--- src/bst_pkg.sv ---
// Shared types, character codes and helper functions for the byte stream tokenizer.
// No dependencies; the files that use it refer to it by scoped names.
`default_nettype none

package bst_pkg;

   localparam int POSITION_BITS = 16;
   localparam int RSP_DEPTH     = 4;   // power of two
   localparam int RSP_PTR_BITS  = $clog2(RSP_DEPTH);
   localparam int RSP_CNT_BITS  = $clog2(RSP_DEPTH + 1);

   typedef logic [POSITION_BITS-1:0] pos_type;

   localparam pos_type     POS_ONE = pos_type'(1);
   localparam logic [15:0] LEN_MAX = 16'hFFFF;

   localparam logic [7:0] CH_NUL    = 8'h00;
   localparam logic [7:0] CH_SPACE  = 8'h20;
   localparam logic [7:0] CH_TAB    = 8'h09;
   localparam logic [7:0] CH_CR     = 8'h0D;
   localparam logic [7:0] CH_DQUOTE = 8'h22;
   localparam logic [7:0] CH_SQUOTE = 8'h27;
   localparam logic [7:0] CH_LPAREN = 8'h28;
   localparam logic [7:0] CH_RPAREN = 8'h29;
   localparam logic [7:0] CH_STAR   = 8'h2A;
   localparam logic [7:0] CH_PLUS   = 8'h2B;
   localparam logic [7:0] CH_MINUS  = 8'h2D;
   localparam logic [7:0] CH_DOT    = 8'h2E;
   localparam logic [7:0] CH_SLASH  = 8'h2F;
   localparam logic [7:0] CH_ZERO   = 8'h30;
   localparam logic [7:0] CH_NINE   = 8'h39;
   localparam logic [7:0] CH_EQUALS = 8'h3D;
   localparam logic [7:0] CH_UPPER_A = 8'h41;
   localparam logic [7:0] CH_UPPER_Z = 8'h5A;
   localparam logic [7:0] CH_LOWER_A = 8'h61;
   localparam logic [7:0] CH_LOWER_Z = 8'h7A;

   localparam logic [2:0] KW_LENGTH = 3'd6;

   typedef enum logic [3:0] {
      KIND_NUMBER  = 4'd0,
      KIND_STRING  = 4'd1,
      KIND_CHAR    = 4'd2,
      KIND_IDENT   = 4'd3,
      KIND_ASSIGN  = 4'd4,
      KIND_PLUS    = 4'd5,
      KIND_MINUS   = 4'd6,
      KIND_STAR    = 4'd7,
      KIND_SLASH   = 4'd8,
      KIND_EQUALS  = 4'd9,
      KIND_LPAREN  = 4'd10,
      KIND_RPAREN  = 4'd11,
      KIND_UNKNOWN = 4'd12,
      KIND_END     = 4'd13
   } token_kind_type;

   typedef enum logic [2:0] {
      MODE_IDLE,
      MODE_NUMBER,
      MODE_STRING,
      MODE_CHAR_OPEN,
      MODE_CHAR_GOT,
      MODE_IDENT
   } scan_mode_type;

   typedef struct packed {
      token_kind_type kind;
      logic [15:0]    start;
      logic [15:0]    length;
      logic [7:0]     lone_byte;
      logic           last;
   } token_type;

   // Up to two results per word: a closing token, then the word's own token.
   typedef struct packed {
      logic      a_valid;
      token_type a;
      logic      b_valid;
      token_type b;
   } token_pair_type;

   function automatic token_kind_type symbol_kind(input logic [7:0] b);
      token_kind_type k;
      case (b)
         CH_PLUS:   k = KIND_PLUS;
         CH_MINUS:  k = KIND_MINUS;
         CH_STAR:   k = KIND_STAR;
         CH_SLASH:  k = KIND_SLASH;
         CH_EQUALS: k = KIND_EQUALS;
         CH_LPAREN: k = KIND_LPAREN;
         CH_RPAREN: k = KIND_RPAREN;
         default:   k = KIND_UNKNOWN;
      endcase
      return k;
   endfunction

   // Letters of the keyword "assign", by match position.
   function automatic logic [7:0] keyword_char(input logic [2:0] idx);
      logic [7:0] c;
      case (idx)
         3'd0:    c = 8'h61;
         3'd1:    c = 8'h73;
         3'd2:    c = 8'h73;
         3'd3:    c = 8'h69;
         3'd4:    c = 8'h67;
         3'd5:    c = 8'h6E;
         default: c = CH_NUL;
      endcase
      return c;
   endfunction

   function automatic token_type form_token(input token_kind_type kind, input pos_type start,
                                            input logic [15:0] length, input logic [7:0] b);
      token_type t;
      t.kind      = kind;
      t.start     = 16'(start);
      t.length    = length;
      t.lone_byte = b;
      t.last      = 1'b0;
      return t;
   endfunction

endpackage

`default_nettype wire

--- src/bst_if.sv ---
// Channel interfaces for the tokenizer: source text words in, token words out.
// Depends on nothing; payload widths follow the channel field list.
`default_nettype none

interface bst_req_if;
   logic       valid;
   logic       ready;
   logic [7:0] text_byte;
   logic       end_of_input;

   modport source(output valid, output text_byte, output end_of_input, input ready);
   modport sink(input valid, input text_byte, input end_of_input, output ready);
endinterface

interface bst_rsp_if;
   logic        valid;
   logic        ready;
   logic [3:0]  token_kind;
   logic [15:0] token_start;
   logic [15:0] token_length;
   logic [7:0]  lone_byte;
   logic        last_result;

   modport source(output valid, output token_kind, output token_start, output token_length,
                  output lone_byte, output last_result, input ready);
   modport sink(input valid, input token_kind, input token_start, input token_length,
                input lone_byte, input last_result, output ready);
endinterface

`default_nettype wire

--- src/byte_stream_tokenizer_top.sv ---
// Byte stream tokenizer: each token is registered in the result queue, then offered on rsp_chan.
// Takes one text word per cycle while the four-entry result queue has two free slots; a word
// that closes a token and emits its own drains at one token per cycle while rsp_chan is ready.
// Synchronous reset empties the queue, sets the scanner idle and the position to zero.
// An end mark or NUL byte also sets the position to zero.
// Depends on bst_pkg, bst_if, bst_scan and bst_rsp_fifo.
`default_nettype none

module byte_stream_tokenizer_top (
   input logic       clock,
   input logic       reset,
   bst_req_if.sink   req_chan,
   bst_rsp_if.source rsp_chan
);

   bst_pkg::token_pair_type push;
   bst_pkg::token_type      head_tok;
   logic                    room, fire;

   assign req_chan.ready = room;
   assign fire           = req_chan.valid && room;

   bst_scan u_scan (
      .clock        (clock),
      .reset        (reset),
      .fire         (fire),
      .text_byte    (req_chan.text_byte),
      .end_of_input (req_chan.end_of_input),
      .push         (push)
   );

   bst_rsp_fifo u_fifo (
      .clock     (clock),
      .reset     (reset),
      .push      (push),
      .room      (room),
      .out_valid (rsp_chan.valid),
      .out_ready (rsp_chan.ready),
      .out_token (head_tok)
   );

   assign rsp_chan.token_kind   = head_tok.kind;
   assign rsp_chan.token_start  = head_tok.start;
   assign rsp_chan.token_length = head_tok.length;
   assign rsp_chan.lone_byte    = head_tok.lone_byte;
   assign rsp_chan.last_result  = head_tok.last;

endmodule

`default_nettype wire

--- src/bst_scan.sv ---
// Scanner state and per-word token logic: one word in, up to two tokens out.
// Depends on bst_pkg.
`default_nettype none

module bst_scan (
   input  logic                    clock,
   input  logic                    reset,
   input  logic                    fire,
   input  logic [7:0]              text_byte,
   input  logic                    end_of_input,
   output bst_pkg::token_pair_type push
);

   bst_pkg::scan_mode_type mode_ff, mode_in;
   bst_pkg::pos_type       pos_ff, pos_in;
   bst_pkg::pos_type       start_ff, start_in;
   logic [15:0]            len_ff, len_in;
   logic [2:0]             kwp_ff, kwp_in;
   logic                   kwm_ff, kwm_in;
   logic [7:0]             held_ff, held_in;

   logic                   end_w, is_digit, is_alpha, is_space, is_dq, is_sq, is_dot;
   logic                   idle_emit, rescan, kw_hit, kw_done;
   logic [15:0]            len_grow;
   bst_pkg::token_type     idle_tok, ident_tok, tok_a, tok_b;
   logic                   a_valid, b_valid;

   assign end_w    = end_of_input || (text_byte == bst_pkg::CH_NUL);
   assign is_digit = text_byte inside {[bst_pkg::CH_ZERO:bst_pkg::CH_NINE]};
   assign is_alpha = text_byte inside {[bst_pkg::CH_UPPER_A:bst_pkg::CH_UPPER_Z],
                                       [bst_pkg::CH_LOWER_A:bst_pkg::CH_LOWER_Z]};
   assign is_space = text_byte inside {bst_pkg::CH_SPACE, [bst_pkg::CH_TAB:bst_pkg::CH_CR]};
   assign is_dq    = (text_byte == bst_pkg::CH_DQUOTE);
   assign is_sq    = (text_byte == bst_pkg::CH_SQUOTE);
   assign is_dot   = (text_byte == bst_pkg::CH_DOT);
   assign idle_emit = !(is_space || is_digit || is_dq || is_sq || is_alpha);

   assign len_grow = (len_ff != bst_pkg::LEN_MAX) ? len_ff + 16'd1 : len_ff;
   assign kw_hit   = kwm_ff && (kwp_ff < bst_pkg::KW_LENGTH)
                     && (text_byte == bst_pkg::keyword_char(kwp_ff));
   assign kw_done  = kwm_ff && (kwp_ff == bst_pkg::KW_LENGTH);

   assign idle_tok  = bst_pkg::form_token(bst_pkg::symbol_kind(text_byte), pos_ff, 16'd1,
                                          text_byte);
   assign ident_tok = bst_pkg::form_token(kw_done ? bst_pkg::KIND_ASSIGN : bst_pkg::KIND_IDENT,
                                          start_ff, len_ff, bst_pkg::CH_NUL);

   // Next state
   always_comb begin
      mode_in  = mode_ff;
      pos_in   = pos_ff;
      start_in = start_ff;
      len_in   = len_ff;
      kwp_in   = kwp_ff;
      kwm_in   = kwm_ff;
      held_in  = held_ff;
      rescan   = 1'b0;
      if (fire) begin
         if (end_w) begin
            mode_in  = bst_pkg::MODE_IDLE;
            pos_in   = '0;
            start_in = '0;
            len_in   = '0;
            kwp_in   = '0;
            kwm_in   = 1'b1;
            held_in  = '0;
         end else begin
            pos_in = pos_ff + bst_pkg::POS_ONE;
            case (mode_ff)
               bst_pkg::MODE_NUMBER: begin
                  if (is_digit || is_dot) len_in = len_grow;
                  else rescan = 1'b1;
               end
               bst_pkg::MODE_IDENT: begin
                  if (is_digit || is_alpha) begin
                     len_in = len_grow;
                     if (kw_hit) kwp_in = kwp_ff + 3'd1;
                     else kwm_in = 1'b0;
                  end else begin
                     rescan = 1'b1;
                  end
               end
               bst_pkg::MODE_STRING: begin
                  if (is_dq) mode_in = bst_pkg::MODE_IDLE;
                  else len_in = len_grow;
               end
               bst_pkg::MODE_CHAR_OPEN: begin
                  held_in  = text_byte;
                  start_in = pos_ff;
                  len_in   = 16'd1;
                  mode_in  = bst_pkg::MODE_CHAR_GOT;
               end
               bst_pkg::MODE_CHAR_GOT: begin
                  mode_in = bst_pkg::MODE_IDLE;
                  rescan  = !is_sq;
               end
               default: rescan = 1'b1;
            endcase
         end
      end
      // Scan the word from idle: open a token or stay idle
      if (rescan) begin
         mode_in = bst_pkg::MODE_IDLE;
         if (is_digit) begin
            mode_in  = bst_pkg::MODE_NUMBER;
            start_in = pos_ff;
            len_in   = 16'd1;
         end else if (is_dq) begin
            mode_in  = bst_pkg::MODE_STRING;
            start_in = pos_ff + bst_pkg::POS_ONE;
            len_in   = 16'd0;
         end else if (is_sq) begin
            mode_in = bst_pkg::MODE_CHAR_OPEN;
         end else if (is_alpha) begin
            mode_in  = bst_pkg::MODE_IDENT;
            start_in = pos_ff;
            len_in   = 16'd1;
            kwm_in   = (text_byte == bst_pkg::keyword_char(3'd0));
            kwp_in   = kwm_in ? 3'd1 : 3'd0;
         end
      end
   end

   // Token outputs
   always_comb begin
      a_valid = 1'b0;
      b_valid = 1'b0;
      tok_a   = ident_tok;
      tok_b   = idle_tok;
      if (end_w) begin
         b_valid = 1'b1;
         tok_b   = bst_pkg::form_token(bst_pkg::KIND_END, pos_ff, 16'd0, bst_pkg::CH_NUL);
         case (mode_ff)
            bst_pkg::MODE_NUMBER: begin
               a_valid = 1'b1;
               tok_a   = bst_pkg::form_token(bst_pkg::KIND_NUMBER, start_ff, len_ff,
                                             bst_pkg::CH_NUL);
            end
            bst_pkg::MODE_STRING: begin
               a_valid = 1'b1;
               tok_a   = bst_pkg::form_token(bst_pkg::KIND_STRING, start_ff, len_ff,
                                             bst_pkg::CH_NUL);
            end
            bst_pkg::MODE_CHAR_OPEN: begin
               // char cut off by the end: empty token at the end position
               a_valid = 1'b1;
               tok_a   = bst_pkg::form_token(bst_pkg::KIND_CHAR, pos_ff, 16'd0,
                                             bst_pkg::CH_NUL);
            end
            bst_pkg::MODE_CHAR_GOT: begin
               a_valid = 1'b1;
               tok_a   = bst_pkg::form_token(bst_pkg::KIND_CHAR, start_ff, 16'd1, held_ff);
            end
            bst_pkg::MODE_IDENT: a_valid = 1'b1;
            default: a_valid = 1'b0;
         endcase
      end else begin
         case (mode_ff)
            bst_pkg::MODE_NUMBER: begin
               a_valid = !(is_digit || is_dot);
               b_valid = a_valid && idle_emit;
               tok_a   = bst_pkg::form_token(bst_pkg::KIND_NUMBER, start_ff, len_ff,
                                             bst_pkg::CH_NUL);
            end
            bst_pkg::MODE_IDENT: begin
               a_valid = !(is_digit || is_alpha);
               b_valid = a_valid && idle_emit;
            end
            bst_pkg::MODE_STRING: begin
               a_valid = is_dq;
               tok_a   = bst_pkg::form_token(bst_pkg::KIND_STRING, start_ff, len_ff,
                                             bst_pkg::CH_NUL);
            end
            bst_pkg::MODE_CHAR_OPEN: a_valid = 1'b0;
            bst_pkg::MODE_CHAR_GOT: begin
               a_valid = 1'b1;
               b_valid = !is_sq && idle_emit;
               tok_a   = bst_pkg::form_token(bst_pkg::KIND_CHAR, start_ff, 16'd1, held_ff);
            end
            default: b_valid = idle_emit;
         endcase
      end
      tok_a.last = !b_valid;
      tok_b.last = 1'b1;
   end

   assign push.a_valid = fire && a_valid;
   assign push.a       = tok_a;
   assign push.b_valid = fire && b_valid;
   assign push.b       = tok_b;

   always_ff @(posedge clock) begin
      if (reset) begin
         mode_ff  <= bst_pkg::MODE_IDLE;
         pos_ff   <= '0;
         start_ff <= '0;
         len_ff   <= '0;
         kwp_ff   <= '0;
         kwm_ff   <= 1'b1;
         held_ff  <= '0;
      end else begin
         mode_ff  <= mode_in;
         pos_ff   <= pos_in;
         start_ff <= start_in;
         len_ff   <= len_in;
         kwp_ff   <= kwp_in;
         kwm_ff   <= kwm_in;
         held_ff  <= held_in;
      end
   end

endmodule

`default_nettype wire

--- src/bst_rsp_fifo.sv ---
// Result queue: takes up to two tokens per cycle, hands out one per cycle while out_ready is high.
// Depends on bst_pkg.
`default_nettype none

module bst_rsp_fifo (
   input  logic                    clock,
   input  logic                    reset,
   input  bst_pkg::token_pair_type push,
   output logic                    room,
   output logic                    out_valid,
   input  logic                    out_ready,
   output bst_pkg::token_type      out_token
);

   bst_pkg::token_type                ent_ff [bst_pkg::RSP_DEPTH];
   logic [bst_pkg::RSP_PTR_BITS-1:0]  head_ff, head_in, tail_ff, tail_in, tail_next;
   logic [bst_pkg::RSP_CNT_BITS-1:0]  count_ff, count_in;
   logic                              wr0_en, wr1_en, pop;
   bst_pkg::token_type                wr0_tok;

   // Pack the pair: the second token slides down when the first is absent
   assign wr0_en  = push.a_valid || push.b_valid;
   assign wr1_en  = push.a_valid && push.b_valid;
   assign wr0_tok = push.a_valid ? push.a : push.b;

   assign tail_next = tail_ff + 1'b1;
   assign pop       = out_valid && out_ready;
   assign out_valid = (count_ff != '0);
   assign out_token = ent_ff[head_ff];
   assign room      = (count_ff <= bst_pkg::RSP_CNT_BITS'(bst_pkg::RSP_DEPTH - 2));

   always_comb begin
      head_in  = pop ? head_ff + 1'b1 : head_ff;
      tail_in  = tail_ff + bst_pkg::RSP_PTR_BITS'(wr0_en) + bst_pkg::RSP_PTR_BITS'(wr1_en);
      count_in = count_ff + bst_pkg::RSP_CNT_BITS'(wr0_en) + bst_pkg::RSP_CNT_BITS'(wr1_en)
                 - bst_pkg::RSP_CNT_BITS'(pop);
   end

   always_ff @(posedge clock) begin
      if (reset) begin
         head_ff  <= '0;
         tail_ff  <= '0;
         count_ff <= '0;
      end else begin
         head_ff  <= head_in;
         tail_ff  <= tail_in;
         count_ff <= count_in;
      end
   end

   always_ff @(posedge clock) begin
      if (wr0_en) ent_ff[tail_ff] <= wr0_tok;
      if (wr1_en) ent_ff[tail_next] <= push.b;
   end

endmodule

`default_nettype wire

--- src/flat_wrapper.sv ---
// flat-port wrapper written by rule: the top's interface ports become plain ports
module byte_stream_tokenizer_top_flat 
  (clock, reset, req_chan_valid, req_chan_text_byte, req_chan_end_of_input, req_chan_ready, rsp_chan_valid, rsp_chan_token_kind, rsp_chan_token_start, rsp_chan_token_length, rsp_chan_lone_byte, rsp_chan_last_result, rsp_chan_ready);
  bst_req_if req_chan_i ();
  bst_rsp_if rsp_chan_i ();
  input logic clock;
  input logic reset;
  input wire logic [$bits(req_chan_i.valid)-1:0] req_chan_valid;
  input wire logic [$bits(req_chan_i.text_byte)-1:0] req_chan_text_byte;
  input wire logic [$bits(req_chan_i.end_of_input)-1:0] req_chan_end_of_input;
  output wire logic [$bits(req_chan_i.ready)-1:0] req_chan_ready;
  output wire logic [$bits(rsp_chan_i.valid)-1:0] rsp_chan_valid;
  output wire logic [$bits(rsp_chan_i.token_kind)-1:0] rsp_chan_token_kind;
  output wire logic [$bits(rsp_chan_i.token_start)-1:0] rsp_chan_token_start;
  output wire logic [$bits(rsp_chan_i.token_length)-1:0] rsp_chan_token_length;
  output wire logic [$bits(rsp_chan_i.lone_byte)-1:0] rsp_chan_lone_byte;
  output wire logic [$bits(rsp_chan_i.last_result)-1:0] rsp_chan_last_result;
  input wire logic [$bits(rsp_chan_i.ready)-1:0] rsp_chan_ready;
  assign req_chan_i.valid = req_chan_valid;
  assign req_chan_i.text_byte = req_chan_text_byte;
  assign req_chan_i.end_of_input = req_chan_end_of_input;
  assign req_chan_ready = req_chan_i.ready;
  assign rsp_chan_valid = rsp_chan_i.valid;
  assign rsp_chan_token_kind = rsp_chan_i.token_kind;
  assign rsp_chan_token_start = rsp_chan_i.token_start;
  assign rsp_chan_token_length = rsp_chan_i.token_length;
  assign rsp_chan_lone_byte = rsp_chan_i.lone_byte;
  assign rsp_chan_last_result = rsp_chan_i.last_result;
  assign rsp_chan_i.ready = rsp_chan_ready;
  byte_stream_tokenizer_top u_core (.clock(clock), .reset(reset), .req_chan(req_chan_i), .rsp_chan(rsp_chan_i));
endmodule
--- config.mk ---
export PLATFORM = sky130hd
export DESIGN_NAME = byte_stream_tokenizer_top_flat
export DESIGN_NICKNAME = d
export VERILOG_FILES = /design/src/bst_pkg.sv /design/src/bst_if.sv /design/src/byte_stream_tokenizer_top.sv /design/src/bst_scan.sv /design/src/bst_rsp_fifo.sv /design/src/flat_wrapper.sv
export SDC_FILE = /design/constraint.sdc
export NUM_CORES = 1
export LEC_CHECK = 0
export BUFFER_PORTS_ARGS = -buffer_cell sky130_fd_sc_hd__buf_4
export CORE_MARGIN = 3
export CORE_UTILIZATION = 35
export DETAILED_ROUTE_END_ITERATION = 12
export GPL_TIMING_DRIVEN = 0
export PLACE_DENSITY = 0.57
export RECOVER_POWER = 25
export SLEW_MARGIN = 10
export SYNTH_ARGS = -nofsm -noshare
export SYNTH_HDL_FRONTEND = slang
export SYNTH_SLANG_ARGS = --single-unit
--- constraint.sdc ---
create_clock -name clock -period 11.1 [get_ports clock]
set_input_delay 0.555 -clock clock [delete_from_list [all_inputs] [get_ports clock]]
set_output_delay 0.555 -clock clock [all_outputs]
set_load 0.01 [all_outputs]
# After elaboration in Yosys (flattened, before gate mapping)
# Memory sizes are Yosys's and may differ from the RTL's. A register that Yosys moved wholly into a read port is not among the register bits.
# Cells that the tools add are included.
op_classes:
  addsub: 10
  order_cmp: 10
  n_eq_ne: 26
  muxes: 77
  reduce_logical: 41
op_table:
  columns: ["op", "count"]
  rows:
  - ["two-way mux 16 bit", 20]
  - ["case mux 44 bit (4 select lines)", 1]
  - ["two-way mux 45 bit", 3]
  - ["case mux 44 bit (3 select lines)", 1]
  - ["equality test 8 x 6 -> 1 bit, second input constant", 11]
  - ["case mux 16 bit (4 select lines)", 1]
  - ["two-way mux 3 bit", 19]
  - ["case mux 7 bit (5 select lines)", 1]
  - ["adder 16 x 1 -> 16 bit, second input constant", 2]
  - ["case mux 4 bit (7 select lines)", 1]
  - ["two-way mux 1 bit", 22]
  - [">= comparator 8 x 7 -> 1 bit, second input constant", 2]
  - ["less-or-equal comparator 8 x 7 -> 1 bit, second input constant", 2]
  - ["two-way mux 8 bit", 2]
  - ["inequality test 16 bit, second input constant", 1]
  - ["equality test 3 bit, second input constant", 5]
  - ["logical AND 1 bit", 15]
  - ["equality test 3 x 2 -> 1 bit, second input constant", 4]
  - ["case mux 1 bit (4 select lines)", 3]
  - ["case mux 3 bit (3 select lines)", 1]
  - ["equality test 8 x 7 -> 1 bit, second input constant", 1]
  - ["equality test 8 bit", 1]
  - [">= comparator 8 x 4 -> 1 bit, second input constant", 1]
  - [">= comparator 8 x 6 -> 1 bit, second input constant", 1]
  - ["23 further kinds", 43]
totals:
  register_bits: 70
  mem_bits_rw: 180
  in_bits: 13
  out_inout_bits: 47
  wordCells: 175
  mem_count: 1
mem_list:
  columns: ["name", "depth", "width", "rd", "rd_ports_with_merged_regs", "wr", "line", "text"]
  rows:
  - ["u_core.u_fifo.ent_ff", 4, 45, 1, 1, 2, "bst_rsp_fifo.sv:15", "bst_pkg::token_type ent_ff [bst_pkg::RSP_DEPTH];"]

# Depth between registers and ports, before layout
# Gate-level depths: netlist of run 1.
logic_depth:
  word_depth: 16
  ltp_mapped: 16
  depth_no_buf: 14

# Cells and area by module
# From an unflattened synthesis of run 1, not the netlist that was laid out.
hier_totals:
  cells_unflattened: 1160
  hier_area_um2: 14128.6
by_module_without_submodules:
  columns: ["mod", "n_inst", "cells_each", "area_per_inst_um2", "seq_area_each_um2"]
  rows:
  - ["bst_rsp_fifo", 1, 488, 9182.6, 5585.4]
  - ["bst_scan", 1, 671, 4939.7, 1261.2]
  - ["byte_stream_tokenizer_top", 1, 1, 6.3, 0.0]

# Least setup slack after synthesis of run 1
# Ideal clock, no wire load.
synth_timing:
  path_kind: "in2reg"
  from: "input req_chan_text_byte[2]"
  to: "register u_core.u_fifo.count_ff[2] (netlist name)"
  setup_time_ns: 0.128
  arrival_time_ns: 3.732
  required_ns: 10.972
  setup_slack_ns: 7.241
  stages: 15
  path_buffers: 3
  path_cell_list: "buf_2 > or4b_4 > nor4b_4 > a21oi_2 > a31oi_4 > or2_4 > buf_8 > buf_2 > nor2_1 > ha_1 > inv_1 > fa_1 > fa_1 > xor2_1 > nor2_1"
synth_between:
  elab_chain_len: 16
  word_cells_on_any_way: 44
  cone_classes: "add/sub (3); order compare (8); eq/ne (4); mux (4); reduce/logical (25)"
synth_rtl:
  columns: ["element", "line", "text"]
  rows:
  - ["start, declared", "flat_wrapper.sv:9", "input wire logic [$bits(req_chan_i.text_byte)-1:0] req_chan_text_byte;"]
  - [">= comparator 8 x 4 -> 1 bit or less-or-equal comparator 8 x 4 -> 1 bit (tied branches)", "bst_scan.sv:32", "assign is_space = text_byte inside {bst_pkg::CH_SPACE, [bst_pkg::CH_TAB:bst_pkg::CH_CR]};"]
  - ["logical AND 1 bit", "bst_scan.sv:32", null]
  - ["nonzero test 2 bit", "bst_scan.sv:32", null]
  - ["logical OR 1 bit (4 in a row)", "bst_scan.sv:36", "assign idle_emit = !(is_space || is_digit || is_dq || is_sq || is_alpha);"]
  - ["zero test 1 bit", "bst_scan.sv:36", null]
  - ["logical AND 1 bit, on equally long branches", "bst_scan.sv:177, bst_scan.sv:161, bst_scan.sv:167", null]
  - ["case mux 1 bit (4 select lines)", "bst_scan.sv:158", "case (mode_ff)"]
  - ["two-way mux 1 bit", "bst_scan.sv:130", "if (end_w) begin"]
  - ["logical AND 1 bit", "bst_scan.sv:189", "assign push.b_valid = fire && b_valid;"]
  - ["logical OR 1 bit", "bst_rsp_fifo.sv:22", "assign wr0_en = push.a_valid || push.b_valid;"]
  - ["adder 3 x 1 -> 3 bit", "bst_rsp_fifo.sv:35", "count_in = count_ff + bst_pkg::RSP_CNT_BITS'(wr0_en) + bst_pkg::RSP_CNT_BITS'(wr1_en)"]
  - ["adder 3 x 1 -> 3 bit *", "bst_rsp_fifo.sv:35", null]
  - ["subtractor 3 x 1 -> 3 bit *", "bst_rsp_fifo.sv:36", "- bst_pkg::RSP_CNT_BITS'(pop);"]
  - ["end signal, assigned", "bst_rsp_fifo.sv:47", "count_ff <= count_in;"]
  - ["end, declared", "bst_rsp_fifo.sv:17", "logic [bst_pkg::RSP_CNT_BITS-1:0] count_ff, count_in;"]
# Mark *: on every way between the ends. The rest lies on a longest branch, timed or not.
# A chain may end at the register's enable or synchronous reset.

==> impl_metrics.tcl, run 1 <==
set metrics [dict create \
    fin_crit_ns 5.73 \
    vias_per_cell 5.88 \
    fin_tns_setup_ns 0 \
    grt_pass1_wl_mm 59.2 \
    die_area_um2 38800 \
    core_um2 35700 \
    crit_cells 11 \
    final.period_utilization_pct 51.6 \
    start_util_pct 35.7 \
    synthArstFlopShare_pct 0 \
    multi_input_area_um2 5860 \
    grt_antenna_before_repair 0 \
    mostFrequentLayoutCells "136 x dfxtp_1, 116 x edfxtp_1, 112 x nor2_1" \
    io_pins 60 \
    drc 0 \
    cp.arrival_ns 5.90 \
    synth_ff_type "dfxtp_1" \
    cts-buffers-inserted 29 \
    vdd_drop_max_v 0.000103 \
    cts_setup_buffers 0 \
    p_leak_nw 4.72 \
    worst-setup-path-type "in2reg" \
    rows 69 \
    power_w 0.00273 \
    hpwlAfterDp_mm 26.6 \
    crit_end "u_core.u_fifo.ent_ff[2][39]" \
    cts_sinks 252 \
    hp-start "req_chan_text_byte[6]" \
    cts_tree "done" \
    routedWlPerCell_um 21.8 \
    synth_fp_nets 1209 \
    r2r_slack_ns 6.27 \
    path_max_fanout 30 \
    placed_area_um2 13800 \
    finalSetupViolCount 0 \
    grt_max_degree 31 \
    critPathLaunchType "input pin" \
    routed_wl_mm 38.2 \
    ys_seq_area_share_pct 48.6 \
    ctsResizeCount 0 \
    holdBufCountCts 0 \
    yosysUniqueCellTypes 84 \
    path_buf_inv 4 \
    cap_violations 2 \
    sw_frac_of_total_pct 31.1 \
    syn-cell-area_um2 12800 \
    antenna_left 0 \
    dr.pass1.iters 5 \
    status "complete, but fails checks" \
    crit_path_end_kind "flop" \
    slowest_delay_ns 1.26 \
    final_layout_size_suffix_gt1_share_pct 13.7 \
    power_frac_comb_pct 26.2 \
    min_path_type "in2reg" \
    synth-seq-cells 252 \
    htreeDepth 1 \
    path_clk_slew_ns 0.06 \
    p_per_area_nw_per_um2 188 \
    violations "capacitance limit, slew limit" \
    syn_inst 1184 \
    rr_endpoint "u_core.u_fifo.ent_ff[2][39]" \
    dieWidth_um 197 \
    drv_slew 19 \
    finClkSkew_ns 0.0220 \
    clk_latency_ns 0.56 \
    syn_to_final_growth_pct 13.6 \
    rsz0062_at_grt "no" \
    p_int_w 0.00188 \
    worst_pin_slew_ns 1.72 \
    power.share.clock_pct 33.5 \
    reg2regPathDepth 10 \
    r2r-start "u_core.u_scan.mode_ff[1]" \
    cts_root_buf "clkbuf_16" \
    port_buffers 55 \
    clockBufferDepth 3 \
    gp_congestion 0.861 \
    cp-startpoint "req_chan_text_byte[2]" \
    hold_violations 0 \
    fin_nets 1295 \
    track_usage_pct 19.3 \
    fin_hold_ws_ns 0.363 \
    grt-ovfl-total 0 \
    seq_area_um2 6210 \
    first_global_vias 10032 \
    critPathRequiredTime_ns 11.28 \
    fill_cells 3498 \
    fp.dieH_um 197 \
    fmaxAchievable_mhz 175 \
    crit_slowest_cell "nor4b_1" \
    crit_path_cell_trace "clkbuf_1, or4b_1, nor4b_1, a21oi_2, a31oi_1, or2_0, clkbuf_1, o21ai_0, and2_0, clkbuf_1, inv_2" \
    num_vias 10297 \
    syn_area_per_cell_um2 10.8 \
    switchingPower_w 0.000848 \
    yosysWarnings 0 \
    p_seq_share_pct 40.3 \
    dr.first_iter.drc_count 975 \
    slew_headroom_pct -15.9 \
    crit_top_cell "clkbuf_1" \
    mostFrequentLayoutCell "dfxtp_1" \
    synth_edf_count 116 \
    critical_path.top_delay_family "simple AND/OR/NAND/NOR gates" \
    final_area_um2 14500 \
    antenna_cells 0 \
]
-- tightest hold or removal path, cell delays in order --
cell and delay [ns]:
buf_4 0.14, a22oi_1 0.08, nor2_1 0.08
-- how the worst min path moves through the flow --
stage / slack, ns / endpoint / cells past startpoint
after global placement: 0.44 / u_core.u_fifo.ent_ff[1][23] / 1
after CTS: 0.35 / u_core.u_scan.held_ff[7] / 3
final: 0.36 / u_core.u_scan.held_ff[6] / 3
after detailed placement: 0.45 / u_core.u_fifo.ent_ff[2][10] / 1
after floorplan: 0.43 / u_core.u_fifo.ent_ff[2][10] / 1
after global routing: 0.35 / u_core.u_scan.held_ff[6] / 3
-- power by group through the flow --
stage	Combinational, W	Clock, W	Sequential [W]
after floorplan	0.000462	0	0.00111
after global placement	0.000738	0	0.00112
after detailed placement	0.000741	0	0.00112
after CTS	0.000744	0.000928	0.00110
after global routing	0.000770	0.000967	0.00111
final	0.000713	0.000914	0.00110
-- cell type report --
type                    count  area share [%]
plain buffers             108            3.44
flip-flops and latches    252            42.8
clock inverters            12           0.699
inverters                  21           0.543
repair buffers             55            2.66
multi-input cells         803            40.4
well taps                 461            3.98
clock buffers              40            5.53
-- metrics by stage --
stage                     instances  utilization, %  setup WS, ns
final                          1752            40.6          5.37
after detailed placement       1700            38.5          6.78
after global routing           1752            40.6          5.15
after global placement         1700            38.5          6.82
after floorplan                1184               -          7.24
after CTS                      1752            41.0          7.15
-- cells by family after synthesis --
logic type	share of synthesized area [%]
muxes	8.40
xor gates and xnor gates	0.754
and+or+nand+nor	14.2
DFF	48.6
buffers and inverters	4.76
adders and majority gates	1.35
AOI/OAI and AO/OA	22.0
-- Yosys cell counts, types with 5 or more instances --
| cell | instances | area (um2) |
|---|---|---|
| a22oi_1 | 19 | 143 |
| o2bb2ai_1 | 60 | 526 |
| and3_1 | 16 | 100 |
| nand3_1 | 32 | 160 |
| nand2_1 | 57 | 214 |
| inv_2 | 5 | 18.8 |
| nand4_1 | 15 | 93.8 |
| mux2i_1 | 6 | 60.1 |
| nand2b_1 | 20 | 125 |
| or4_1 | 6 | 45.0 |
| nor2_1 | 111 | 417 |
| or3_1 | 7 | 43.8 |
| o21ai_2 | 5 | 43.8 |
| dfxtp_1 | 136 | 2720 |
| a221oi_1 | 11 | 96.3 |
| buf_2 | 9 | 45.0 |
| nor3_1 | 31 | 155 |
| mux4_2 | 45 | 1010 |
| nor4_1 | 6 | 37.5 |
| a21oi_1 | 54 | 270 |
| buf_6 | 10 | 113 |
| edfxtp_1 | 116 | 3480 |
| xor2_1 | 7 | 61.3 |
| and2_1 | 9 | 56.3 |
| nor2b_1 | 11 | 68.8 |
| inv_1 | 16 | 60.1 |
| a22o_1 | 64 | 561 |
| clkbuf_1 | 77 | 289 |
| o22ai_1 | 50 | 313 |
| ha_1 | 9 | 113 |
| a31oi_1 | 17 | 106 |
| o21a_1 | 5 | 37.5 |
| o21ai_0 | 50 | 250 |
| buf_1 | 6 | 22.5 |
-- layer usage --
metal	wire (um)	global-route usage [%]	vias up
li1	-	-	4780
met4	729	4.46	0
met3	2570	3.17	57
met5	0	0	-
met1	17200	27.2	5082
met2	17700	31.3	378
-- sequential cells by signal (all words and copies together), names as in the netlist, named ones only --
name and count:
u_core.u_fifo.ent_ff 180, u_core.u_scan.kwp_ff 3, u_core.u_fifo.head_ff 2, u_core.u_scan.len_ff 16, u_core.u_scan.kwm_ff 1, u_core.u_fifo.count_ff 3, u_core.u_scan.held_ff 8, u_core.u_scan.start_ff 16
u_core.u_scan.mode_ff 3, u_core.u_scan.pos_ff 16, u_core.u_fifo.tail_ff 2
(Power assumes the default switching activity.)
==> run 2: changes to the inputs <==
==> constraint.sdc (replaced) <==
create_clock -name clock -period 5.6 [get_ports clock]
set_input_delay 0.28 -clock clock [delete_from_list [all_inputs] [get_ports clock]]
set_output_delay 0.28 -clock clock [all_outputs]
set_load 0.01 [all_outputs]
==> run 2 against run 1 <==
- the flow still finishes with violations (capacitance limit, slew limit)
- count of clock-buffer cells in the layout unchanged
- clock power up 98%
- sequential power increased by 98%
- final area barely moved
- utilization barely moved
- clock skew is 0.0022 ns higher
- register-to-register slack got worse by 5.2 ns
- routed wire length is 0.25% lower
- non-clock buffer count did not move
- via count decreased by 0.18%
- total power increased by 97%
- sequential share of layout area about the same
- largest cell class unchanged
- largest power group unchanged
- highest routed layer unchanged
==> impl_metrics.tcl, run 2 (synthesis gave the netlist of run 1 again) <==
set metrics [dict create \
    placed_area_um2 13800 \
    grt_max_degree 31 \
    fin_crit_ns 4.55 \
    grt-ovfl-total 0 \
    power.share.clock_pct 33.7 \
    cts_root_buf "clkbuf_16" \
    pre_cts_slack_ns 1.55 \
    cp.arrival_ns 4.74 \
    fin_nets 1295 \
    start_util_pct 35.7 \
    worst-setup-path-type "reg2reg" \
    die_area_um2 38800 \
    switchingPower_w 0.00168 \
    holdBufCountCts 0 \
    cts_sinks 252 \
    port_buffers 55 \
    first_global_vias 10032 \
    p_leak_nw 4.71 \
    vdd_drop_max_v 0.000207 \
    path_clk_slew_ns 0.06 \
    drv_slew 6 \
    num_vias 10278 \
    met2_usage_pct 31.3 \
    clk_latency_ns 0.56 \
    p_per_area_nw_per_um2 371 \
    finClkSkew_ns 0.0242 \
    worst_slack_ns 1.05 \
    fill_cells 3505 \
    io_pins 60 \
    min_path_type "in2reg" \
    hpwlAfterDp_mm 26.6 \
    fp.dieH_um 197 \
    cts_tree "done" \
    violations "capacitance limit, slew limit" \
    top_usage_layer "met2" \
    syn_to_final_growth_pct 13.6 \
    dieWidth_um 197 \
    routed_wl_mm 38.1 \
    cts-buffers-inserted 29 \
    largest-register "u_core.u_fifo.ent_ff" \
    finalSetupViolCount 0 \
    hold_violations 0 \
    antenna_cells 0 \
    track_usage_pct 19.3 \
    antenna_left 0 \
    crit_top_cell "clkbuf_1" \
    final.period_utilization_pct 81.3 \
    cap_violations 1 \
    rows 69 \
    largest_reg_flops 180 \
    drc 0 \
    grt_pass1_wl_mm 59.2 \
    status "complete, but fails checks" \
    worst_pin_slew_ns 1.65 \
    dr.pass1.iters 6 \
    critPathRequiredTime_ns 5.78 \
    slowest_delay_ns 1.36 \
    mostFrequentLayoutCells "136 x dfxtp_1, 116 x edfxtp_1, 111 x nor2_1" \
    slew_headroom_pct -11.4 \
    grtUsageMet1_pct 27.2 \
    mostFrequentLayoutCell "dfxtp_1" \
    multi_input_area_um2 5870 \
    dr.first_iter.drc_count 991 \
    vias_per_cell 5.87 \
    core_um2 35700 \
    grt_antenna_before_repair 0 \
    p_int_w 0.00370 \
    routedWlPerCell_um 21.7 \
    gp_congestion 0.861 \
    ctsResizeCount 0 \
    fin_tns_setup_ns 0 \
    path_buf_inv 4 \
    r2r_slack_ns 1.05 \
    path_max_fanout 30 \
    seq_area_um2 6210 \
    crit_slowest_cell "o41ai_1" \
    critical_path.top_delay_family "compound AO/OA/AOI/OAI gates" \
    grtUsageMet3_pct 3.17 \
    power_frac_comb_pct 25.8 \
    crit_path_end_kind "flop" \
    fmaxAchievable_mhz 220 \
    crit_path_cell_trace "clkbuf_1, nand2b_1, o21ai_0, o41ai_1, o21ai_2, or2_1, clkbuf_1, and2_0, clkbuf_1, inv_2" \
    final_layout_size_suffix_gt1_share_pct 14.0 \
    rsz0062_at_grt "no" \
    clockBufferDepth 3 \
    cts_setup_buffers 0 \
    critPathLaunchType "flop" \
    final_area_um2 14500 \
    p_seq_share_pct 40.5 \
    sw_frac_of_total_pct 31.2 \
    htreeDepth 1 \
]
run 2: cell count changes in the layout (fill, tap and decap cells not counted), moves of 2 or more:
cell / before / now
buf_4: 49 / 51
nand3_1: 34 / 32
buf_6: 9 / 5
nand3_4: 0 / 2
run 2: layer usage:
layer  vias up  part of all wire [%]
li1       4769                     -
met1      5092                    45
met2       354                    47
met3        63                   6.5
met4         0                   2.0
met5         -                     0
run 2: power groups by stage:
stage               sequential, W  combinational, W  clock, W
detailed placement        0.00222           0.00147         0
CTS                       0.00218           0.00147   0.00184
global placement          0.00221           0.00146         0
global route              0.00219           0.00150   0.00192
finish                    0.00218           0.00139   0.00181
floorplan                 0.00219          0.000917         0
run 2: metrics by stage:
step | std cells | total power, W | hold slack, ns | util [%]
after floorplan | 1184 | 0.00311 | 0.427 | -
after global placement | 1700 | 0.00367 | 0.439 | 38.5
after detailed placement | 1700 | 0.00369 | 0.446 | 38.5
after CTS | 1752 | 0.00549 | 0.0744 | 41.0
after global routing | 1752 | 0.00561 | 0.0881 | 40.6
final | 1752 | 0.00538 | 0.0898 | 40.6
run 2: path summary, 6_finish.rpt:
| kind | start | end | cells after the start |
|---|---|---|---|
| max | u_core.u_scan.mode_ff[2] | u_core.u_fifo.ent_ff[0][34] | 10 |
| min | req_chan_text_byte[6] | u_core.u_scan.held_ff[6] | 3 |
| max reg2reg | u_core.u_scan.mode_ff[2] | u_core.u_fifo.ent_ff[0][34] | 10 |
| min reg2reg | u_core.u_fifo.ent_ff[0][11] | u_core.u_fifo.ent_ff[0][11] | 1 |
run 2: final cells by class:
cell class	instances	share of cell area, %
Clock buffer	40	5.53
Sequential cell	252	42.8
Timing Repair Buffer	55	2.66
Buffer	108	3.35
Inverter	21	0.543
Tap cell	461	3.97
Clock inverter	12	0.698
Multi-Input combinational cell	803	40.5
run 2: worst register-to-register path, cell delays in order, from the launching register on:
cell,delay [ns]
dfxtp_1,0.30
clkbuf_1,0.30
nand2b_1,0.18
o21ai_0,0.09
o41ai_1,1.36
o21ai_2,0.27
or2_1,0.32
clkbuf_1,0.25
and2_0,0.24
clkbuf_1,0.23
inv_2,0.64
